[config.mk]
export PLATFORM = sky130hd
export DESIGN_NAME = sorted_array_priority_queue_core
export DESIGN_NICKNAME = d
export VERILOG_FILES = /design/src/hw/rtl/spq_pkg.sv /design/src/hw/rtl/sorted_array_priority_queue_core.sv /design/src/hw/rtl/spq_cell.sv
export SDC_FILE = /design/constraint.sdc
export NUM_CORES = 1
export LEC_CHECK = 0
export BUFFER_PORTS_ARGS = -buffer_cell sky130_fd_sc_hd__buf_2
export CAP_MARGIN = 20
export CORE_UTILIZATION = 55
export CTS_CLUSTER_SIZE = 40
export DETAILED_ROUTE_END_ITERATION = 8
export GPL_TIMING_DRIVEN = 0
export PLACE_DENSITY = 0.72
export SETUP_SLACK_MARGIN = 0.3
export SLEW_MARGIN = 20
export SYNTH_ARGS = -nofsm -noshare
export SYNTH_HDL_FRONTEND = slang
export SYNTH_SLANG_ARGS = --single-unit
[constraint.sdc]
create_clock -name i_clk -period 8.1 [get_ports i_clk]
set_input_delay 0.405 -clock i_clk [delete_from_list [all_inputs] [get_ports i_clk]]
set_output_delay 0.405 -clock i_clk [all_outputs]
set_load 0.1 [all_outputs]
[src/hw/rtl/spq_pkg.sv]
// Shared types for the sorted-array priority queue: commands, status codes,
// request and response structs, controller states and cell control/flag groups.
// No dependencies.
`default_nettype none

package spq_pkg;

    localparam int unsigned VALUE_W = 32;
    localparam int unsigned FIELD_W = 4;

    typedef logic signed [VALUE_W-1:0] t_value;

    typedef enum logic [1:0] {
        CMD_INSERT = 2'd0,
        CMD_REMOVE = 2'd1,
        CMD_PEEK   = 2'd2,
        CMD_SEARCH = 2'd3
    } t_cmd;

    typedef enum logic [1:0] {
        ST_OK       = 2'd0,
        ST_FULL     = 2'd1,
        ST_EMPTY    = 2'd2,
        ST_NOTFOUND = 2'd3
    } t_status;

    // Input request: command and operand
    typedef struct packed {
        t_cmd   cmd;
        t_value value;
    } t_req;

    // Response: one per request
    typedef struct packed {
        t_status              status;
        t_value               data;
        logic [FIELD_W-1:0]   position;
        logic [FIELD_W-1:0]   count;
    } t_rsp;

    typedef enum logic [1:0] {
        S_IDLE   = 2'd0,
        S_EXEC   = 2'd1,
        S_SEARCH = 2'd2
    } t_state;

    // Per-cell control from the sequencer
    typedef struct packed {
        logic ins_en;    // commit an insert this cycle
        logic occupied;  // cell index below the count
        logic is_tail;   // cell index equals the count (first free cell)
    } t_cell_ctl;

    // Per-cell compare results against the held operand
    typedef struct packed {
        logic shift;  // occupied and operand below entry: entry moves up
        logic eq;     // entry equals operand
        logic gt;     // operand above entry
    } t_cell_flags;

endpackage

`default_nettype wire

[src/hw/rtl/sorted_array_priority_queue_core.sv]
// Top level of the sorted-array priority queue: request sequencer, count,
// binary search stepper, response register and the chain of spq_cell.
// Depends on spq_pkg and spq_cell.
//
//  Channel  | Handshake                  | Payload
//  ---------+----------------------------+-----------------------------------
//  request  | i_in_valid  / o_in_stall   | i_in_req  (cmd, value)
//  response | o_out_valid / i_out_stall  | o_out_rsp (status, data, position, count)
//
// Insert, remove and peek are accepted in S_IDLE and executed in S_EXEC across
// all cells in parallel. Search is accepted and started the same way, then
// probes in S_SEARCH (at most clog2(DEPTH+1) probes) until a match or an
// empty range ends it.
// One request is in flight at a time; a new one is accepted while the previous
// response still waits in the output register. Completion holds while that
// register is full and stalled. Reset (synchronous, active low) empties the
// queue; entries need no clearing.
`default_nettype none

module sorted_array_priority_queue_core #(
    parameter int unsigned DEPTH = 8
) (
    input  wire logic             i_clk,
    input  wire logic             i_rst_n,
    input  wire logic             i_in_valid,
    input  wire spq_pkg::t_req    i_in_req,
    output logic                  o_in_stall,
    output logic                  o_out_valid,
    output spq_pkg::t_rsp         o_out_rsp,
    input  wire logic             i_out_stall
);
    import spq_pkg::*;

    localparam int unsigned CW = $clog2(DEPTH + 1);
    localparam int unsigned IW = $clog2(DEPTH);

    t_state          r_state, n_state;
    t_cmd            r_cmd, n_cmd;
    t_value          r_value, n_value;
    logic [CW-1:0]   r_count, n_count;
    logic [CW-1:0]   r_lo, n_lo;
    logic [CW-1:0]   r_hi1, n_hi1;   // search high bound, exclusive
    logic            r_out_valid, n_out_valid;
    t_rsp            r_rsp, n_rsp;

    t_value          w_entry [DEPTH];
    t_cell_flags     w_flags [DEPTH];
    t_cell_ctl       w_ctl   [DEPTH];
    logic            w_ins_en;
    t_value          w_tail;
    logic [CW:0]     w_sum;
    logic [IW-1:0]   w_mid;
    logic [CW-1:0]   w_pos;
    logic [CW+3:0]   w_pos_ext;
    logic [CW+3:0]   w_cnt_ext;
    logic            w_out_free;
    logic            w_sorted;

    // Cell chain
    for (genvar g = 0; g < DEPTH; g++) begin : g_cell
        t_value w_prev_entry;
        logic   w_prev_shift;
        if (g == 0) begin : g_head
            assign w_prev_entry = '0;
            assign w_prev_shift = 1'b0;
        end else begin : g_link
            assign w_prev_entry = w_entry[g-1];
            assign w_prev_shift = w_flags[g-1].shift;
        end
        spq_cell u_cell (
            .i_clk        (i_clk),
            .i_value      (r_value),
            .i_prev_entry (w_prev_entry),
            .i_prev_shift (w_prev_shift),
            .i_ctl        (w_ctl[g]),
            .o_entry      (w_entry[g]),
            .o_flags      (w_flags[g])
        );
    end

    // Cell control and the largest entry (AND-OR select at count-1)
    always_comb begin
        w_tail = '0;
        for (int i = 0; i < DEPTH; i++) begin
            w_ctl[i].ins_en   = w_ins_en;
            w_ctl[i].occupied = (CW'(i) < r_count);
            w_ctl[i].is_tail  = (CW'(i) == r_count);
            if (CW'(i) == r_count - CW'(1)) begin
                w_tail = w_tail | w_entry[i];
            end
        end
    end

    // Search midpoint: floor((lo + hi) / 2) with hi = hi1 - 1
    assign w_sum     = {1'b0, r_lo} + {1'b0, r_hi1} - (CW+1)'(1);
    assign w_mid     = w_sum[IW:1];
    assign w_pos     = CW'(w_mid) + CW'(1);
    assign w_pos_ext = {4'b0000, w_pos};

    assign w_out_free = !r_out_valid || !i_out_stall;

    // Sequencer: next state and outputs
    always_comb begin
        n_state     = r_state;
        n_cmd       = r_cmd;
        n_value     = r_value;
        n_count     = r_count;
        n_lo        = r_lo;
        n_hi1       = r_hi1;
        n_out_valid = r_out_valid;
        n_rsp       = r_rsp;
        w_ins_en    = 1'b0;
        w_cnt_ext   = {4'b0000, r_count};
        o_in_stall  = (r_state != S_IDLE);

        if (r_out_valid && !i_out_stall) begin
            n_out_valid = 1'b0;
        end

        case (r_state)
            S_IDLE: begin
                if (i_in_valid) begin
                    n_cmd   = i_in_req.cmd;
                    n_value = i_in_req.value;
                    n_state = S_EXEC;
                end
            end
            S_EXEC: begin
                if (w_out_free) begin
                    n_rsp.status   = ST_OK;
                    n_rsp.data     = '0;
                    n_rsp.position = '0;
                    n_out_valid    = 1'b1;
                    n_state        = S_IDLE;
                    case (r_cmd)
                        CMD_INSERT: begin
                            if (r_count == CW'(DEPTH)) begin
                                n_rsp.status = ST_FULL;
                            end else begin
                                w_ins_en = 1'b1;
                                n_count  = r_count + CW'(1);
                            end
                        end
                        CMD_REMOVE: begin
                            if (r_count == '0) begin
                                n_rsp.status = ST_EMPTY;
                            end else begin
                                n_rsp.data = w_tail;
                                n_count    = r_count - CW'(1);
                            end
                        end
                        CMD_PEEK: begin
                            if (r_count == '0) begin
                                n_rsp.status = ST_EMPTY;
                            end else begin
                                n_rsp.data = w_tail;
                            end
                        end
                        default: begin
                            if (r_count == '0) begin
                                n_rsp.status = ST_EMPTY;
                            end else begin
                                // start the search, no response yet
                                n_out_valid = r_out_valid && i_out_stall;
                                n_lo        = '0;
                                n_hi1       = r_count;
                                n_state     = S_SEARCH;
                            end
                        end
                    endcase
                    w_cnt_ext   = {4'b0000, n_count};
                    n_rsp.count = w_cnt_ext[3:0];
                end
            end
            S_SEARCH: begin
                if (r_lo >= r_hi1) begin
                    if (w_out_free) begin
                        n_rsp.status   = ST_NOTFOUND;
                        n_rsp.data     = '0;
                        n_rsp.position = '0;
                        n_rsp.count    = w_cnt_ext[3:0];
                        n_out_valid    = 1'b1;
                        n_state        = S_IDLE;
                    end
                end else if (w_flags[w_mid].eq) begin
                    if (w_out_free) begin
                        n_rsp.status   = ST_OK;
                        n_rsp.data     = '0;
                        n_rsp.position = w_pos_ext[3:0];
                        n_rsp.count    = w_cnt_ext[3:0];
                        n_out_valid    = 1'b1;
                        n_state        = S_IDLE;
                    end
                end else if (w_flags[w_mid].gt) begin
                    n_lo = CW'(w_mid) + CW'(1);
                end else begin
                    n_hi1 = CW'(w_mid);
                end
            end
            default: begin
                n_state = S_IDLE;
            end
        endcase
    end

    // Control registers
    always_ff @(posedge i_clk) begin
        if (!i_rst_n) begin
            r_state     <= S_IDLE;
            r_count     <= '0;
            r_out_valid <= 1'b0;
        end else begin
            r_state     <= n_state;
            r_count     <= n_count;
            r_out_valid <= n_out_valid;
        end
    end

    // Payload registers
    always_ff @(posedge i_clk) begin
        r_cmd   <= n_cmd;
        r_value <= n_value;
        r_lo    <= n_lo;
        r_hi1   <= n_hi1;
        r_rsp   <= n_rsp;
    end

    assign o_out_valid = r_out_valid;
    assign o_out_rsp   = r_rsp;

    // Held entries stay ascending
    always_comb begin
        w_sorted = 1'b1;
        for (int i = 0; i < DEPTH - 1; i++) begin
            if ((CW'(i + 1) < r_count) && (w_entry[i] > w_entry[i+1])) begin
                w_sorted = 1'b0;
            end
        end
    end

    a_count_bound : assert property (@(posedge i_clk) disable iff (!i_rst_n)
        r_count <= CW'(DEPTH))
        else $error("count above depth");

    a_sorted : assert property (@(posedge i_clk) disable iff (!i_rst_n)
        w_sorted)
        else $error("entries out of order");

    a_count_only_exec : assert property (@(posedge i_clk) disable iff (!i_rst_n)
        ($past(r_state) != S_EXEC) |-> (r_count == $past(r_count)))
        else $error("count changed outside execute");

    a_search_bounds : assert property (@(posedge i_clk) disable iff (!i_rst_n)
        (r_state == S_SEARCH) |-> ((r_lo <= r_hi1) && (r_hi1 <= r_count)))
        else $error("search bounds broken");

    a_accept_exec : assert property (@(posedge i_clk) disable iff (!i_rst_n)
        (i_in_valid && !o_in_stall) |=> (r_state == S_EXEC))
        else $error("accepted request not executed");

endmodule

`default_nettype wire

[src/hw/rtl/spq_cell.sv]
// One cell of the sorted chain: holds a single entry, compares it with the
// operand and takes its lower neighbour's entry or the operand on insert.
// Depends on spq_pkg.
`default_nettype none

module spq_cell (
    input  wire logic                 i_clk,
    input  wire spq_pkg::t_value      i_value,
    input  wire spq_pkg::t_value      i_prev_entry,
    input  wire logic                 i_prev_shift,
    input  wire spq_pkg::t_cell_ctl   i_ctl,
    output spq_pkg::t_value           o_entry,
    output spq_pkg::t_cell_flags      o_flags
);
    import spq_pkg::*;

    t_value r_entry;

    // Compare flags (signed)
    always_comb begin
        o_flags.shift = i_ctl.occupied && (i_value < r_entry);
        o_flags.eq    = (i_value == r_entry);
        o_flags.gt    = (i_value > r_entry);
    end

    // Insert: take neighbour's entry if it moves up, else the operand if this
    // is the insertion slot
    always_ff @(posedge i_clk) begin
        if (i_ctl.ins_en) begin
            if (i_prev_shift) begin
                r_entry <= i_prev_entry;
            end else if (o_flags.shift || i_ctl.is_tail) begin
                r_entry <= i_value;
            end
        end
    end

    assign o_entry = r_entry;

endmodule

`default_nettype wire

---- After elaboration in Yosys (flattened, before gate mapping) ----
Cells that the tools add are included.
word-level totals
  bits in registers ....................... 347
  input port bits ......................... 38
  logic and storage cells ................. 219
cells by class
  add/subtract/negate cells ............... 5
  $lt $le $gt $ge ......................... 26
  equal/unequal tests ..................... 38
  muxes and demuxes ....................... 73
  bitwise logic cells ..................... 8
  reduce and logical (&&, ||, !) cells .... 50
operators with widths
  kind                                                                  count
  32-bit two-way mux                                                    24
  32-bit == test                                                        8
  32-bit > comparator                                                   8
  32-bit < comparator                                                   8
  32-bit OR                                                             7
  42-bit two-way mux                                                    5
  42-bit one-hot mux with 2 select lines                                1
  4-bit two-way mux                                                     14
  3-bit by 4-bit == test with 1-bit output (first input constant)       8
  4-bit one-hot mux with 2 select lines                                 3
  2-bit two-way mux                                                     11
  2-bit AND reduction                                                   10
  2-bit nonzero test                                                    9
  2-bit by 4-bit == test with 1-bit output (first input constant)       4
  3-bit by 4-bit < comparator with 1-bit output (first input constant)  4
  2-bit != test (second input constant)                                 8
  7-bit AND reduction                                                   2
  1-bit two-way mux                                                     12
  1-bit logical AND                                                     10
  3-bit binary-select mux with 3-bit select                             1
  1-bit logical OR                                                      9
  3-bit != test (second input constant)                                 3
  1-bit by 4-bit == test with 1-bit output (first input constant)       2
  4-bit zero test                                                       2
  20 further kinds                                                      27

---- Depth between registers and ports, before layout ----
Gate-level depths: netlist of run 1.
  word-level depth ........................ 21
  depth in mapped cells ................... 13
  mapped depth without buffers ............ 13

---- Hierarchy ----
A second synthesis of run 1 with hierarchy kept.
unflattened totals
  cell total of the unflattened synthesis .. 2041
  area, all modules ....................... 23231.0 um2
by module, submodules not included
  module                            times used  cells an instance  area an instance (um2)  sequential area each (um2)
  spq_cell                          8           191                2184.6                  960.9
  sorted_array_priority_queue_core  1           513                5754.3                  2662.6

---- Worst setup path before layout of run 1 ----
Ideal clock, no wire load.
  path kind ............................... reg2reg
  start point ............................. reg r_lo[1]
  end point ............................... reg r_rsp (netlist bit o_out_rsp[0]) (enable)
  data arrival time ....................... 5.443 ns
  path slack .............................. 2.147 ns
  stages on the path, launching flop included .. 11
  buffers on the path ..................... 0
  cell sequence ........................... edfxtp_1 inv_1 ha_1 inv_1 ha_1 fa_1 nand2_1 o41ai_2 nand4bb_1 a21oi_2 a221oi_1
on the way
  word-level cells in the longest chain between the ends .. 8
  elaborated cells between the ends (all ways) .. 11
  classes of those cells .................. 2 x add/sub; 1 x order compare; 3 x eq/ne; 3 x mux; 1 x bitwise; 1 x reduce/logical
RTL lines
  what                                               line                                     source
  start: declaration                                 sorted_array_priority_queue_core.sv:41   logic [CW-1:0] r_lo, n_lo;
  start signal: assignment                           sorted_array_priority_queue_core.sv:223  r_lo <= n_lo;
  4-bit adder                                        sorted_array_priority_queue_core.sv:95   assign w_sum = {1'b0, r_lo} + {1'b0, r_hi1} - (CW+1)'(1);
  4-bit by 1-bit subtractor with 4-bit output        sorted_array_priority_queue_core.sv:95
  3-bit NOT with 4-bit output (implied by the code)  sorted_array_priority_queue_core.sv:185  end else if (w_flags[w_mid].eq) begin
  3-bit binary-select mux with 3-bit select          sorted_array_priority_queue_core.sv:185
  2-bit two-way mux (2 in a row)                     --
  3-bit != test (no line)                            --
  5-bit AND reduction (no line) *                    --
  end signal: assignment                             sorted_array_priority_queue_core.sv:225  r_rsp <= n_rsp;
  end: declaration                                   sorted_array_priority_queue_core.sv:44   t_rsp r_rsp, n_rsp;
Mark *: on every way between the ends. The rest lies on a longest branch, timed or not. The select of a mux whose other input is x is not followed.
A chain may end at the register's enable or synchronous reset.

---- Final worst setup path of run 1 ----
  start point ............................. reg r_value[15]
  end point ............................... reg g_cell[5].u_cell.r_entry[15] (enable)
on the way
  word-level cells in the longest chain between the ends .. 5
  elaborated cells between the ends (all ways) .. 7
  classes of those cells .................. 2 x order compare; 5 x reduce/logical
RTL lines
  what                             line                                     source
  start: declaration               sorted_array_priority_queue_core.sv:39   t_value r_value, n_value;
  start signal: assignment         sorted_array_priority_queue_core.sv:222  r_value <= n_value;
  32-bit < comparator              spq_cell.sv:21                           o_flags.shift = i_ctl.occupied && (i_value < r_entry);
  1-bit logical AND                spq_cell.sv:21
  1-bit logical OR                 spq_cell.sv:32                           end else if (o_flags.shift || i_ctl.is_tail) begin
  2-bit nonzero test (no line) *   --
  2-bit AND reduction (no line) *  --
  end signal: assignment           spq_cell.sv:31                           r_entry <= i_prev_entry;
  end signal: assignment           spq_cell.sv:33                           r_entry <= i_value;
  end: declaration                 spq_cell.sv:17                           t_value r_entry;
Mark *: on every way between the ends. The rest lies on a longest branch, timed or not.

==> impl_metrics.env, run 1 <==
export IMPL_cts_htree_levels=2
export IMPL_critPathRequiredTime_ns=8.38
export IMPL_ios=82
export IMPL_synth_top_area_share=0.463
export IMPL_worstReg2RegEnd="g_cell[5].u_cell.o_entry[15]"
export IMPL_wl_per_cell_um=27.2
export IMPL_multi_input_area_mm2=0.0104
export IMPL_crit_path_start_kind="flip-flop"
export IMPL_avgSynthCellArea_um2=10.5
export IMPL_drive_gt1_frac=0.133
export IMPL_die_x_um=202
export IMPL_vias_per_cell=6.54
export IMPL_cts_sinks=347
export IMPL_clock_fmax_ghz=0.180
export IMPL_post_synth_top_count_cell="edfxtp_1"
export IMPL_ys_warn_count=0
export IMPL_fin_util=0.645
export IMPL_cp_arrival_ns=5.84
export IMPL_regArea_mm2=0.0103
export IMPL_yosys_area_top_type="edfxtp_1"
export IMPL_clockBufferDepth=3
export IMPL_place_hpwl_um=55700
export IMPL_ys_flop_type="edfxtp_1"
export IMPL_grt_ovfl_total=0
export IMPL_wl_met3_um=10200
export IMPL_hold_path_depth=1
export IMPL_fill_cells=3057
export IMPL_coreArea_mm2=0.0391
export IMPL_worst_pin_slew_ns=1.32
export IMPL_yosysSeqAreaShare=0.469
export IMPL_grt_pass1_vias=17700
export IMPL_nNetsFinal=2578
export IMPL_skew_ns=0.0205
export IMPL_hp_class="primary input to flip-flop"
export IMPL_ff2ff_path_depth=11
export IMPL_min_period_ns=5.56
export IMPL_grt_pass1_wl_um=112000
export IMPL_drv_slew=0
export IMPL_worst_setup_path_type="flip-flop to flip-flop"
export IMPL_post_cts_buffers=0
export IMPL_status="finished clean"
export IMPL_synth_top_cells_by_area="edfxtp_1 46%, ha_1 16%, mux2_2 5.1%"
export IMPL_peakVddDrop_mv=0.180
export IMPL_num_rows=72
export IMPL_netlist_cell_type_count=71
export IMPL_hold_end="r_value[26]"
export IMPL_highest_layer="met5"
export IMPL_cts_tree="built"
export IMPL_grt_antenna_before_repair=2
export IMPL_numCtsBuffers=40
export IMPL_clk_pin_slew_ns=0.06
export IMPL_place_ws_ns=2.84
export IMPL_clock_latency_ns=0.58
export IMPL_critPathMaxFanout=19
export IMPL_diodes=0
export IMPL_r2r_start="r_value[15]"
export IMPL_die_area_mm2=0.0409
export IMPL_ys_seq_elements=347
export IMPL_syn_to_final_growth_pct=14.4
export IMPL_drt_met1_wl_um=29400
export IMPL_power_density_mw_per_mm2=203
export IMPL_hold_viol_final=0
export IMPL_netlist_top_cells_count="340 x edfxtp_1, 290 x inv_1, 278 x ha_1, 207 x nand2_1, 179 x o21ai_0"
export IMPL_postRouteAntennaNets=0
export IMPL_synth_nets=2408
export IMPL_dp_cells=2712
export IMPL_grt_max_degree=20
export IMPL_cts_root_buffer="clkbuf_16"
export IMPL_endpoint_kind="flip-flop"
export IMPL_r2r_slack_ns=2.54
export IMPL_gp_congestion=1.01
export IMPL_dr_first_iter_drc_count=2694
export IMPL_first_pass_iters=8
export IMPL_setup_viol=0
export IMPL_start_util=0.564
export IMPL_fin_crit_sh=0.687
export IMPL_drcViolationCount=0
export IMPL_netlist_area_mm2=0.0221
export IMPL_layout_cells_non_filler=2808
export IMPL_track_usage=0.375
export IMPL_p_leak_nw=10.4
export IMPL_fp_dieH_um=202
export IMPL_portBuffers=81
export IMPL_synthCells=2091
export IMPL_synthArstFlopShare=0
export IMPL_finalWorstSetupSlack_ns=2.54
export IMPL_dr_wl_met2_um=32700
export IMPL_vias=18400
export IMPL_hold_start="i_in_req[26]"
export IMPL_finalWirelength_um=76400
export IMPL_relSlewSlack=0.118
export IMPL_grt_setup_unrepaired="no"
export IMPL_maxCapViolations=0
export IMPL_synth_edf_count=340
[how the worst max path moves through the flow]
stage	from	endpoint	depth (start not counted)
final	r_value[15]	g_cell[5].u_cell.o_entry[15]	11
after global routing	r_value[15]	g_cell[5].u_cell.o_entry[6]	12
after CTS	r_value[15]	g_cell[5].u_cell.o_entry[14]	12
after detailed placement	r_value[15]	g_cell[5].u_cell.o_entry[16]	12
after global placement	r_value[31]	o_out_rsp[22]	7
after floorplan	r_lo[1]	o_out_rsp[0]	10
[repair_timing]
action                    in CTS  in global routing
hold buffers                  25                  0
hold endpoints to repair      25                  0
resized for setup              0                  0
[sequential cells by signal, summed over array words and instances (netlist names)]
name,flops
r_cmd,2
r_hi1,4
g_cell.u_cell.o_entry,256
o_out_valid,1
r_value,32
r_count,4
r_lo,4
r_state,2
o_out_rsp,42
[routing by layer]
layer	vias to the layer above	global-route usage
li1	8077	-
met1	8804	0.501
met2	1243	0.556
met3	249	0.107
met4	2	0.194
met5	-	0
[cells by family (layout without fill, tap and decap cells)]
logic type                 count (synthesis)  after routing  synth area share
muxes                                    106            106            0.0537
and+or+nand+nor                          413            413            0.0885
buffers and inverters                    375            574            0.0663
adders and majority gates                279            279             0.159
DFF                                      347            347             0.469
xor gates and xnor gates                   5              5           0.00199
AOI/OAI and AO/OA                        566            566             0.161
[area by class of cell]
class / count / area share
inverters: 290 / 0.0432
well taps: 518 / 0.0257
clock inverters: 24 / 0.00987
multi-input cells: 1369 / 0.411
flip-flops and latches: 347 / 0.410
repair buffers: 128 / 0.0427
clock buffers: 47 / 0.0424
plain buffers: 85 / 0.0150
[power by group]
group          total [mW]  leakage, nW  internal [mW]  switching, mW
Combinational        1.07         6.62          0.335          0.731
Sequential           2.17         3.18           2.08         0.0910
Clock                1.88        0.649           1.10          0.777
[per-stage QoR]
| step | hold slack [ns] | TNS, ns | total power, mW | cell area, um^2 |
|---|---|---|---|---|
| 2_1_floorplan | 0.448 | 0 | 2.88 | 22100 |
| 3_3_place_gp | 0.461 | -96.26 | 3.18 | 23100 |
| 3_5_place_dp | 0.484 | 0 | 3.23 | 23600 |
| 4_1_cts | 0.00160 | 0 | 5.09 | 25200 |
| 5_1_grt | 0.00538 | 0 | 5.25 | 25200 |
| 6_report | 0.0144 | 0 | 5.12 | 25200 |
[critical path, cell delays in order, from the launching register on]
cell and delay [ns]:
edfxtp_1 0.78, ha_1 0.37, a21oi_1 0.16, o21ai_0 0.33
o41ai_1 0.98, o2111a_1 0.33, inv_1 0.06, nor2_1 0.80
buf_2 0.49, a311oi_1 0.13, nor2_4 0.51, buf_12 0.27
[cells in the final DEF, fill, tap and decap left out, drive strengths merged, types with 17 or more instances in the layout]
cell type / Yosys / final
nor3: 20 / 20
dlygate4sd3: 0 / 25
inv: 290 / 290
nand4: 55 / 55
clkinv: 0 / 18
mux2: 99 / 99
a21o: 17 / 17
ha: 278 / 278
buf: 19 / 122
nand2: 208 / 208
nor2: 41 / 41
edfxtp: 340 / 340
o21ai: 180 / 180
a22oi: 128 / 128
a21oi: 128 / 128
nand3: 24 / 24
clkbuf: 66 / 113
a41oi: 33 / 33
Power figures use the tool's default switching activity.
==> run 2, diff against run 1 <==
Settings changed: ABC_AREA from default to 1, PLACE_DENSITY 0.72 to 0.75.
Clock period 8.1 ns to 5 ns, I/O delays scaled along.
==> impl_metrics.env, run 2 <==
export IMPL_yosysSeqAreaShare=0.465
export IMPL_die_area_mm2=0.0412
export IMPL_synth_edf_count=340
export IMPL_skew_ns=0.0212
export IMPL_grt_max_degree=43
export IMPL_clock_latency_ns=0.59
export IMPL_cts_root_buffer="clkbuf_16"
export IMPL_p_leak_nw=11.5
export IMPL_cp_slowest_cell="and3_4"
export IMPL_yosys_area_top_type="edfxtp_1"
export IMPL_final_cell_mix="598 x nand2_1, 359 x inv_1, 340 x edfxtp_1, 278 x ha_1, 266 x o21ai_0"
export IMPL_hp_class="primary input to flip-flop"
export IMPL_worst_pin_slew_ns=1.04
export IMPL_drv_slew=0
export IMPL_num_rows=73
export IMPL_ctsResizeCount=0
export IMPL_setup_tns_ns=0
export IMPL_cp_buffers_inverters=3
export IMPL_portBuffers=81
export IMPL_synth_top_cells_by_area="edfxtp_1 46%, ha_1 16%, nand2_1 10%"
export IMPL_peakVddDrop_mv=0.526
export IMPL_cp_top_family="simple AND/OR/NAND/NOR gates"
export IMPL_hold_worst_slack_ns=0.127
export IMPL_cts_htree_levels=2
export IMPL_ys_warn_count=0
export IMPL_crit_path_start_kind="flip-flop"
export IMPL_r2r_start="r_lo[1]"
export IMPL_clockBufferDepth=3
export IMPL_largest_register_ff_count=256
export IMPL_finalWirelength_um=77000
export IMPL_dr_first_iter_drc_count=3016
export IMPL_drive_gt1_frac=0.0870
export IMPL_critPathMaxFanout=42
export IMPL_setup_viol=0
export IMPL_die_x_um=203
export IMPL_numCtsBuffers=40
export IMPL_cp_arrival_ns=4.52
export IMPL_critPathRequiredTime_ns=5.21
export IMPL_layout_commonest_cell="nand2_1"
export IMPL_min_period_ns=4.31
export IMPL_ys_seq_elements=347
export IMPL_diodes=0
export IMPL_grt_antenna_before_repair=2
export IMPL_start_util=0.558
export IMPL_nNetsFinal=2955
export IMPL_ios=82
export IMPL_netlist_top_cells_count="598 x nand2_1, 367 x inv_1, 340 x edfxtp_1, 278 x ha_1, 266 x o21ai_0"
export IMPL_track_usage=0.376
export IMPL_postRouteAntennaNets=0
export IMPL_hold_start="i_in_valid"
export IMPL_vias_per_cell=6.20
export IMPL_cp_slowest_stage_delay_ns=0.67
export IMPL_first_pass_iters=6
export IMPL_synthCells=2470
export IMPL_crit_path_cell_trace="inv_1 -> ha_1 -> inv_1 -> ha_1 -> fa_1 -> nand2_1 -> nor3_1 -> nand4_1 -> inv_1 -> nor2_1 -> nand2_1 -> nand2_1 -> nand3_1 -> and3_4"
export IMPL_crit_path_start="r_lo[1]"
export IMPL_clock_fmax_ghz=0.232
export IMPL_vias=19800
export IMPL_netlist_area_mm2=0.0222
export IMPL_synth_top_area_share=0.459
export IMPL_fin_crit_sh=0.861
export IMPL_wl_per_cell_um=24.1
export IMPL_cts_sinks=347
export IMPL_synthArstFlopShare=0
export IMPL_synth_nets=2787
export IMPL_worst_setup_path_type="flip-flop to flip-flop"
export IMPL_grt_setup_unrepaired="no"
export IMPL_ys_flop_type="edfxtp_1"
export IMPL_status="finished clean"
export IMPL_fp_dieH_um=203
export IMPL_grt_ovfl_total=0
export IMPL_grt_pass1_wl_um=114000
export IMPL_coreArea_mm2=0.0398
export IMPL_grt_pass1_vias=19100
export IMPL_hold_viol_final=0
export IMPL_gp_congestion=1.02
export IMPL_cts_tree="built"
export IMPL_clk_pin_slew_ns=0.06
export IMPL_endpoint_kind="flip-flop"
export IMPL_power_density_mw_per_mm2=624
export IMPL_post_synth_top_count_cell="nand2_1"
export IMPL_syn_to_final_growth_pct=13.1
export IMPL_maxCapViolations=0
export IMPL_avgSynthCellArea_um2=9.00
export IMPL_netlist_cell_type_count=48
export IMPL_relSlewSlack=0.305
export IMPL_place_hpwl_um=54600
export IMPL_drcViolationCount=0
-- run 2: changes by cell type after synthesis, sizes merged, moves of 25 or more --
cell	before	now
nand2	208	600
a22oi	128	1
mux2	99	0
inv	290	376
o21ai	180	266
nor2	41	110
o22ai	5	63
a221oi	3	47
a21oi	128	169
nand4	55	16
clkbuf	66	28
buf	19	50
a41oi	33	8
-- run 2: path summary, 6_finish.rpt --
path / to / slack, ns / depth (start not counted)
min: r_state[1] / 0.13 / 6
max: o_out_rsp[22] / 0.69 / 14
min reg2reg: g_cell[4].u_cell.o_entry[24] / 0.56 / 2
max reg2reg: o_out_rsp[22] / 0.69 / 14
-- run 2: what timing repair did --
item                                   in CTS  in global routing
buffers inserted                            0                  0
endpoints found under the hold margin      38                  0
hold buffers                               35                  0
-- run 2: stage by stage --
stage,cell area [um^2],utilization,total power [mW],instances,worst slack [ns]
6_report,25100,0.632,15.7,3191,0.693
5_1_grt,25100,0.632,16.3,3191,0.549
4_1_cts,25100,0.632,15.4,3191,0.788
3_5_place_dp,23600,0.592,12.5,3086,0.821
3_3_place_gp,23300,0.585,12.2,3076,-2.94
2_1_floorplan,22200,-,9.82,2470,0.358
-- run 2: final cells by class --
cell class / instances / area, um^2
timing repair buffer: 126 / 1010
buffer: 78 / 370
clock inverter: 23 / 183
inverter: 376 / 1410
clock buffer: 47 / 1050
sequential: 347 / 10300
fill: 3432 / 14700
tap: 525 / 657
multi-input combinational: 1669 / 10100
-- run 2: metal layers --
metal / part of all wire / track usage / wire (um)
met1: 0.37 / 0.478 / 28400
met2: 0.44 / 0.583 / 33900
met3: 0.13 / 0.0928 / 9690
met4: 0.065 / 0.216 / 4990
met5: 0 / 0 / 0
-- run 2: logic make-up (layout without fill, tap and decap cells) --
kind of cell	count (synthesis)	after routing	share of synthesized area
AO/OA/AOI/OAI	592	592	0.151
XOR/XNOR	4	4	0.00276
adder cells (fa/ha/maj)	279	279	0.157
buffers and inverters	454	650	0.0801
flip-flops	347	347	0.465
AND/OR/NAND/NOR	794	794	0.144
-- run 2: where the power goes --
part	internal [mW]	switching, mW	total [mW]
combinational	1.96	6.23	8.20
clock	1.65	1.26	2.91
sequential	4.16	0.427	4.58
-- run 2: worst min-delay path, stage by stage --
cell and delay (ns):
buf_2 0.08, o21ai_0 0.06, inv_1 0.07, nand4_1 0.09
nand2_1 0.08, nor2_1 0.04
